$ cat src/psp_pkg.sv
package psp_pkg;

    localparam int QUBITS      = 32;
    localparam int COEFF_WIDTH = 16;
    localparam int FRAC_BITS   = COEFF_WIDTH - 2;
    localparam int PROD_WIDTH  = 2 * COEFF_WIDTH;
    // two products, one negated, plus rounding offset: two guard bits
    localparam int SUM_WIDTH   = 2 * COEFF_WIDTH + 2;
    localparam int NUM_LANES   = 4;

    typedef logic [QUBITS-1:0]             qbits_t;
    typedef logic signed [COEFF_WIDTH-1:0] coeff_t;
    typedef logic signed [PROD_WIDTH-1:0]  prod_t;
    typedef logic signed [SUM_WIDTH-1:0]   sum_t;

    // product is scaled by (-i)^k
    typedef enum logic [1:0] {
        PHASE_ONE       = 2'd0,
        PHASE_MINUS_I   = 2'd1,
        PHASE_MINUS_ONE = 2'd2,
        PHASE_I         = 2'd3
    } phase_t;

    localparam sum_t ROUND_HALF = sum_t'(1) <<< (FRAC_BITS - 1);
    localparam sum_t COEFF_MAX  = sum_t'((64'sd1 <<< (COEFF_WIDTH - 1)) - 64'sd1);
    localparam sum_t COEFF_MIN  = sum_t'(-(64'sd1 <<< (COEFF_WIDTH - 1)));

    typedef struct packed {
        qbits_t left_xbits;
        qbits_t left_zbits;
        coeff_t left_real;
        coeff_t left_imag;
        qbits_t right_xbits;
        qbits_t right_zbits;
        coeff_t right_real;
        coeff_t right_imag;
    } operand_t;

    typedef struct packed {
        qbits_t      product_xbits;
        qbits_t      product_zbits;
        logic [1:0]  phase_code;
        coeff_t      product_real;
        coeff_t      product_imag;
        logic        saturated_flag;
    } result_t;

    typedef struct packed {
        prod_t ac;
        prod_t bd;
        prod_t ad;
        prod_t bc;
    } prods_t;

    // merge stage output: product string, phase and unrounded rotated parts
    typedef struct packed {
        qbits_t xbits;
        qbits_t zbits;
        phase_t phase;
        sum_t   re_sum;
        sum_t   im_sum;
    } merged_t;

endpackage

$ cat src/psp_lane.sv
module psp_lane #(
    parameter int LANE_QUBITS = 8
) (
    input  logic                   clk,
    input  logic                   en,
    input  logic [LANE_QUBITS-1:0] lx,
    input  logic [LANE_QUBITS-1:0] lz,
    input  logic [LANE_QUBITS-1:0] rx,
    input  logic [LANE_QUBITS-1:0] rz,
    output logic [LANE_QUBITS-1:0] px,
    output logic [LANE_QUBITS-1:0] pz,
    output logic [1:0]             phase
);

    logic [LANE_QUBITS-1:0] px_reg, px_next;
    logic [LANE_QUBITS-1:0] pz_reg, pz_next;
    logic [1:0]             phase_reg, phase_next;
    logic [1:0]             cross_count;

    // population count mod 4
    function automatic logic [1:0] count_mod4(input logic [LANE_QUBITS-1:0] v);
        logic [1:0] acc;
        acc = '0;
        for (int i = 0; i < LANE_QUBITS; i++)
        begin
            acc = acc + 2'(v[i]);
        end
        return acc;
    endfunction

    always_comb
    begin
        px_next     = lx ^ rx;
        pz_next     = lz ^ rz;
        cross_count = count_mod4(lx & rz);
        // Y(left) + Y(right) + 2*(left X & right Z) - Y(product), mod 4
        phase_next  = count_mod4(lx & lz) + count_mod4(rx & rz)
                    + {cross_count[0], 1'b0}
                    - count_mod4(px_next & pz_next);
    end

    always_ff @(posedge clk)
    begin
        if (en)
        begin
            px_reg    <= px_next;
            pz_reg    <= pz_next;
            phase_reg <= phase_next;
        end
    end

    assign px    = px_reg;
    assign pz    = pz_reg;
    assign phase = phase_reg;

endmodule

$ cat src/psp_mult.sv
module psp_mult (
    input  logic            clk,
    input  logic            en,
    input  psp_pkg::coeff_t a,
    input  psp_pkg::coeff_t b,
    input  psp_pkg::coeff_t c,
    input  psp_pkg::coeff_t d,
    output psp_pkg::prods_t prods
);

    psp_pkg::prods_t prods_reg, prods_next;

    // operands sign-extended first so the product keeps all its bits
    always_comb
    begin
        prods_next.ac = psp_pkg::prod_t'(a) * psp_pkg::prod_t'(c);
        prods_next.bd = psp_pkg::prod_t'(b) * psp_pkg::prod_t'(d);
        prods_next.ad = psp_pkg::prod_t'(a) * psp_pkg::prod_t'(d);
        prods_next.bc = psp_pkg::prod_t'(b) * psp_pkg::prod_t'(c);
    end

    always_ff @(posedge clk)
    begin
        if (en)
        begin
            prods_reg <= prods_next;
        end
    end

    assign prods = prods_reg;

endmodule

$ cat src/psp_merge.sv
module psp_merge #(
    parameter int LANES       = 4,
    parameter int LANE_QUBITS = 8
) (
    input  logic                              clk,
    input  logic                              en,
    input  logic [LANES-1:0][LANE_QUBITS-1:0] lane_px,
    input  logic [LANES-1:0][LANE_QUBITS-1:0] lane_pz,
    input  logic [LANES-1:0][1:0]             lane_phase,
    input  psp_pkg::prods_t                   prods,
    output psp_pkg::merged_t                  merged
);

    psp_pkg::merged_t merged_reg, merged_next;

    logic [1:0]    phase_sum;
    psp_pkg::sum_t ac, bd, ad, bc;
    psp_pkg::sum_t r1, r2, i1, i2;

    always_comb
    begin
        phase_sum = '0;
        for (int l = 0; l < LANES; l++) begin
            phase_sum = phase_sum + lane_phase[l];
        end

        ac = psp_pkg::sum_t'(prods.ac);
        bd = psp_pkg::sum_t'(prods.bd);
        ad = psp_pkg::sum_t'(prods.ad);
        bc = psp_pkg::sum_t'(prods.bc);

        // unrotated: real = ac - bd, imag = ad + bc
        unique case (psp_pkg::phase_t'(phase_sum))
            psp_pkg::PHASE_ONE:
            begin
                r1 = ac;  r2 = -bd; i1 = ad;  i2 = bc;
            end
            psp_pkg::PHASE_MINUS_I:
            begin
                r1 = ad;  r2 = bc;  i1 = -ac; i2 = bd;
            end
            psp_pkg::PHASE_MINUS_ONE:
            begin
                r1 = -ac; r2 = bd;  i1 = -ad; i2 = -bc;
            end
            default:
            begin
                r1 = -ad; r2 = -bc; i1 = ac;  i2 = -bd;
            end
        endcase

        merged_next.xbits  = psp_pkg::qbits_t'(lane_px);
        merged_next.zbits  = psp_pkg::qbits_t'(lane_pz);
        merged_next.phase  = psp_pkg::phase_t'(phase_sum);
        // half-LSB offset folded in here; output stage only shifts and clips
        merged_next.re_sum = r1 + r2 + psp_pkg::ROUND_HALF;
        merged_next.im_sum = i1 + i2 + psp_pkg::ROUND_HALF;
    end

    always_ff @(posedge clk)
    begin
        if (en)
        begin
            merged_reg <= merged_next;
        end
    end

    assign merged = merged_reg;

endmodule

$ cat src/pauli_string_product.sv
// Weighted Pauli string multiplier (binary symplectic form).
// operand channel: one transaction carries both strings (X and Z bit masks)
//   and their Q1.14 complex coefficients; accepted when operand_valid is high
//   and operand_stall is low.
// result channel: product string (XOR of operands), phase code k of (-i)^k,
//   rotated coefficient rounded to nearest (ties up) and saturated, plus a
//   flag when either part clipped. Delivered when result_valid is high and
//   result_stall is low.
// Pipeline: three register stages, lanes+multipliers, merge/add and the
//   output register. Throughput: one transaction per cycle while
//   result_stall is low. LANES lanes each count Y and crossing terms on a
//   slice of the qubits; the merge stage adds their phases mod 4.
// Reset (rst_n low, async) empties all stages; nothing is kept between
//   transactions. When the receiver stalls, the result register holds and
//   each stage holds once the one after it is full; bubbles are squeezed out,
//   so operand_stall rises only when all three stages hold data.
module pauli_string_product #(
    parameter int LANES = psp_pkg::NUM_LANES
) (
    input  logic              clk,
    input  logic              rst_n,
    input  logic              operand_valid,
    output logic              operand_stall,
    input  psp_pkg::operand_t operand,
    output logic              result_valid,
    input  logic              result_stall,
    output psp_pkg::result_t  result
);

    localparam int LANE_QUBITS = (psp_pkg::QUBITS + LANES - 1) / LANES;
    localparam int PAD_BITS    = LANES * LANE_QUBITS;

    // stage valids
    logic s1_valid_reg, s1_valid_next;
    logic s2_valid_reg, s2_valid_next;
    logic out_valid_reg, out_valid_next;

    // stage advance: a stage loads when it is empty or its successor loads
    logic out_ready, s2_ready, s1_ready;

    // qubit masks padded to a whole number of lanes (pad bits are zero)
    logic [PAD_BITS-1:0] lx_pad, lz_pad, rx_pad, rz_pad;

    logic [LANES-1:0][LANE_QUBITS-1:0] lane_px, lane_pz;
    logic [LANES-1:0][1:0]             lane_phase;

    psp_pkg::prods_t  prods;
    psp_pkg::merged_t merged;

    psp_pkg::result_t result_reg, result_next;
    psp_pkg::sum_t    re_q, im_q;
    logic             re_hi, re_lo, im_hi, im_lo;

    assign out_ready     = !out_valid_reg || !result_stall;
    assign s2_ready      = !s2_valid_reg || out_ready;
    assign s1_ready      = !s1_valid_reg || s2_ready;
    assign operand_stall = !s1_ready;

    always_comb
    begin
        s1_valid_next  = s1_ready  ? operand_valid : s1_valid_reg;
        s2_valid_next  = s2_ready  ? s1_valid_reg  : s2_valid_reg;
        out_valid_next = out_ready ? s2_valid_reg  : out_valid_reg;
    end

    always_ff @(posedge clk or negedge rst_n)
    begin
        if (!rst_n)
        begin
            s1_valid_reg  <= 1'b0;
            s2_valid_reg  <= 1'b0;
            out_valid_reg <= 1'b0;
        end
        else
        begin
            s1_valid_reg  <= s1_valid_next;
            s2_valid_reg  <= s2_valid_next;
            out_valid_reg <= out_valid_next;
        end
    end

    // ---- stage 1: per-lane phase counts and the four partial products ----
    assign lx_pad = PAD_BITS'(operand.left_xbits);
    assign lz_pad = PAD_BITS'(operand.left_zbits);
    assign rx_pad = PAD_BITS'(operand.right_xbits);
    assign rz_pad = PAD_BITS'(operand.right_zbits);

    for (genvar l = 0; l < LANES; l++)
    begin : g_lane
        psp_lane #(
            .LANE_QUBITS (LANE_QUBITS)
        ) u_lane (
            .clk   (clk),
            .en    (s1_ready),
            .lx    (lx_pad[l*LANE_QUBITS +: LANE_QUBITS]),
            .lz    (lz_pad[l*LANE_QUBITS +: LANE_QUBITS]),
            .rx    (rx_pad[l*LANE_QUBITS +: LANE_QUBITS]),
            .rz    (rz_pad[l*LANE_QUBITS +: LANE_QUBITS]),
            .px    (lane_px[l]),
            .pz    (lane_pz[l]),
            .phase (lane_phase[l])
        );
    end

    psp_mult u_mult (
        .clk   (clk),
        .en    (s1_ready),
        .a     (operand.left_real),
        .b     (operand.left_imag),
        .c     (operand.right_real),
        .d     (operand.right_imag),
        .prods (prods)
    );

    // ---- stage 2: combine lane phases, rotate and sum the products ----
    psp_merge #(
        .LANES       (LANES),
        .LANE_QUBITS (LANE_QUBITS)
    ) u_merge (
        .clk        (clk),
        .en         (s2_ready),
        .lane_px    (lane_px),
        .lane_pz    (lane_pz),
        .lane_phase (lane_phase),
        .prods      (prods),
        .merged     (merged)
    );

    // ---- stage 3: drop fraction bits (offset already added) and clip ----
    always_comb
    begin
        re_q  = merged.re_sum >>> psp_pkg::FRAC_BITS;
        im_q  = merged.im_sum >>> psp_pkg::FRAC_BITS;
        re_hi = re_q > psp_pkg::COEFF_MAX;
        re_lo = re_q < psp_pkg::COEFF_MIN;
        im_hi = im_q > psp_pkg::COEFF_MAX;
        im_lo = im_q < psp_pkg::COEFF_MIN;

        result_next.product_xbits = merged.xbits;
        result_next.product_zbits = merged.zbits;
        result_next.phase_code    = merged.phase;

        if (re_hi)
            result_next.product_real = psp_pkg::coeff_t'(psp_pkg::COEFF_MAX);
        else if (re_lo)
            result_next.product_real = psp_pkg::coeff_t'(psp_pkg::COEFF_MIN);
        else
            result_next.product_real = psp_pkg::coeff_t'(re_q);

        if (im_hi)
            result_next.product_imag = psp_pkg::coeff_t'(psp_pkg::COEFF_MAX);
        else if (im_lo)
            result_next.product_imag = psp_pkg::coeff_t'(psp_pkg::COEFF_MIN);
        else
            result_next.product_imag = psp_pkg::coeff_t'(im_q);

        result_next.saturated_flag = re_hi || re_lo || im_hi || im_lo;
    end

    always_ff @(posedge clk)
    begin
        if (out_ready)
        begin
            result_reg <= result_next;
        end
    end

    assign result_valid = out_valid_reg;
    assign result       = result_reg;

endmodule

$ cat config.mk
export PLATFORM = sky130hd
export DESIGN_NAME = pauli_string_product
export DESIGN_NICKNAME = d
export VERILOG_FILES = /design/src/psp_pkg.sv /design/src/psp_lane.sv /design/src/psp_mult.sv /design/src/psp_merge.sv /design/src/pauli_string_product.sv
export SDC_FILE = /design/constraint.sdc
export NUM_CORES = 2
export LEC_CHECK = 0
export ABC_AREA = 0
export BUFFER_PORTS_ARGS = -buffer_cell sky130_fd_sc_hd__buf_2
export CAP_MARGIN = 20
export CORE_ASPECT_RATIO = 1.5
export CORE_UTILIZATION = 50
export DETAILED_ROUTE_END_ITERATION = 10
export PLACE_DENSITY = 0.67
export SETUP_SLACK_MARGIN = 0.1
export SYNTH_ARGS = -nofsm -noshare
export SYNTH_HDL_FRONTEND = slang
export SYNTH_SLANG_ARGS = --single-unit
$ cat constraint.sdc
create_clock -name clk -period 11.3 [get_ports clk]
set_input_delay 2.26 -clock clk [delete_from_list [all_inputs] [get_ports clk]]
set_output_delay 2.26 -clock clk [all_outputs]
set_load 0.02 [all_outputs]
==> impl_metrics.yaml <==
floorplanning:
  boundaryPins: 297
  die_h_um: 434
  core_area_mm2: 0.123
  start_util: 0.504
  dieWidth_um: 290
  rows: 158
  die-area_mm2: 0.126
clock_network:
  clockBufferDepth: 3
  clk_pin_slew_worst_paths_ps: 60
  numCtsBuffers: 42
  clock_latency_ps: 610
  cts_tree: "done"
  cts_root_buf: "clkbuf_16"
  cts_resized: 0
  h-tree-depth: 2
  cts_setup_buffers: 0
  ctsHoldBuffers: 0
  cts.sinks: 408
worst_setup_path:
  crit_fanout: 32
  cp-start-kind: "input pin"
  cp-end-kind: "flop"
  critPathKind: "in2reg"
  arrival_ps: 9100
  required_ps: 11660
routing:
  num_vias: 43235
  wl_per_cell_um: 20.1
  post-route-drc-count: 0
  drt_iter0_drc: 2192
  ant_nets: 0
  totalWireLength_mm: 161
  vias_per_cell: 5.39
  first_pass_iters: 8
cells_and_area:
  largest_reg_flops: 128
  final_common_cell: "inv_1"
  area_growth_pct: 6.82
  fin_util: 0.538
  layout_common_cells: "1197 x inv_1, 1093 x fa_1, 729 x nand2_1"
  fin_nets: 8142
  drive_gt1_frac: 0.0642
timing:
  fin_crit_ps: 8740
  hold_viol_final: 0
  slew-limit-headroom: 0.299
  skew_ps: 32.5
  max_freq_mhz: 114
  setup_viol: 0
  tns_ps: 0
  rsz0062_at_grt: "no"
  slew_violations: 0
  min_period_over_period: 0.774
  max_slew.worst_pin.slew_ps: 1020
global_route:
  grt_use_total: 0.264
  overflow: 0
  grt_pass1_wl_mm: 254
  grt_pass1_vias: 47033
  antenna_found_initial: 24
  grt_max_degree: 95
place:
  dp_hpwl_mm: 130
  io_buffers: 296
  gp_congestion: 0.941
logic_synthesis:
  synthCells: 6277
  ys_seq_area_frac: 0.197
  synth_edf_count: 405
  yosys.area.top_type: "fa_1"
  synth_fp_nets: 8029
  synthArstFlopShare: 0.00735
  synth.area.top_cells: "fa_1 35%, edfxtp_1 20%, ha_1 9.3%"
  ys_ff_latch: 408
  synthesis.area_mm2: 0.0622
  synth_top_area_frac: 0.352
  avgSynthCellArea_um2: 9.90
  synth_ff_type: "edfxtp_1"
  ys_warn_count: 0
  synth_cell_types: 75
outcome:
  outcome: "finished, final reports clean"
flow_run:
  max_cap_viol_count: 0
worst_hold_path:
  min_path_type: "reg2reg"
[cell usage after synthesis (all sizes together), types with 22 or more instances]
cell       n
fa      1093
nand2    730
nand2b    44
nor3      62
and2     519
a21o      55
xnor2    281
nor2     292
nand3     32
or3       32
ha       463
edfxtp   405
o21a      41
mux2i     44
o21ai     97
inv     1198
clkbuf   240
a21oi    186
o31ai     22
xor2     206
[metal layers]
layer / up-vias / global-route usage / share of wire
met5: - / 0 / 0.00086
met4: 22 / 0.153 / 0.064
met3: 405 / 0.0370 / 0.049
met2: 1214 / 0.493 / 0.53
met1: 22011 / 0.283 / 0.36
li1: 19583 / - / -
[per-stage QoR]
step / std cells / worst slack [ps] / hold WS, ps / area (um2)
final: 8027 / 2560 / 410 / 66400
after global routing: 8023 / 2240 / 420 / 66400
after CTS: 8019 / 2580 / 412 / 66400
after detailed placement: 7945 / 1930 / 405 / 64900
after global placement: 7945 / 2070 / 401 / 64900
after floorplan: 6277 / -656 / 400 / 62200
[logic make-up after synthesis]
group,Yosys count,share of synthesized area
AND/OR/NAND/NOR,1815,0.141
adder cells (fa/ha/maj),1556,0.445
buffers and inverters,1453,0.0880
AO/OA/AOI/OAI,510,0.0515
XOR/XNOR,487,0.0686
flip-flops,408,0.197
multiplexers,48,0.00854
[final cells by class]
type | instances | area, um2
Fill cell | 11058 | 57000
Multi-Input combinational cell | 4416 | 44500
Sequential cell | 408 | 12200
Inverter | 1199 | 4500
Tap cell | 1600 | 2000
Timing Repair Buffer | 323 | 1680
Clock buffer | 50 | 1100
Clock inverter | 24 | 348
Antenna cell | 7 | 17.5
[final timing paths]
check | from | end | slack [ps] | cells after the start
worst max register to register | g_lane[0].u_lane.phase[0] | u_merge.merged[33] | 4110 | 23
worst min-delay path | u_merge.merged[68] | result[33] | 410 | 0
worst max-delay path | operand[23] | u_mult.prods[31] | 2560 | 23
worst min register to register | u_merge.merged[68] | result[33] | 410 | 0
max in group asynchronous | rst_n | s2_valid_reg | 9740 | 1
min in group asynchronous | rst_n | result_valid | 1460 | 1
[critical path, cell delays in order]
cell	delay, ps
buf_2	640
nand2_1	190
fa_1	570
inv_1	50
fa_1	500
inv_1	60
fa_1	520
inv_1	50
fa_1	400
fa_1	510
inv_1	50
fa_1	470
inv_1	40
ha_1	330
and3_1	220
nand2_1	70
a2111oi_0	870
o211a_1	310
o2111a_1	200
o31a_1	170
a2bb2oi_1	280
and4_1	230
nor3_1	50
Power is not shown: default switching activity piles up to over one toggle a cycle in this logic, so the estimate is an artifact.
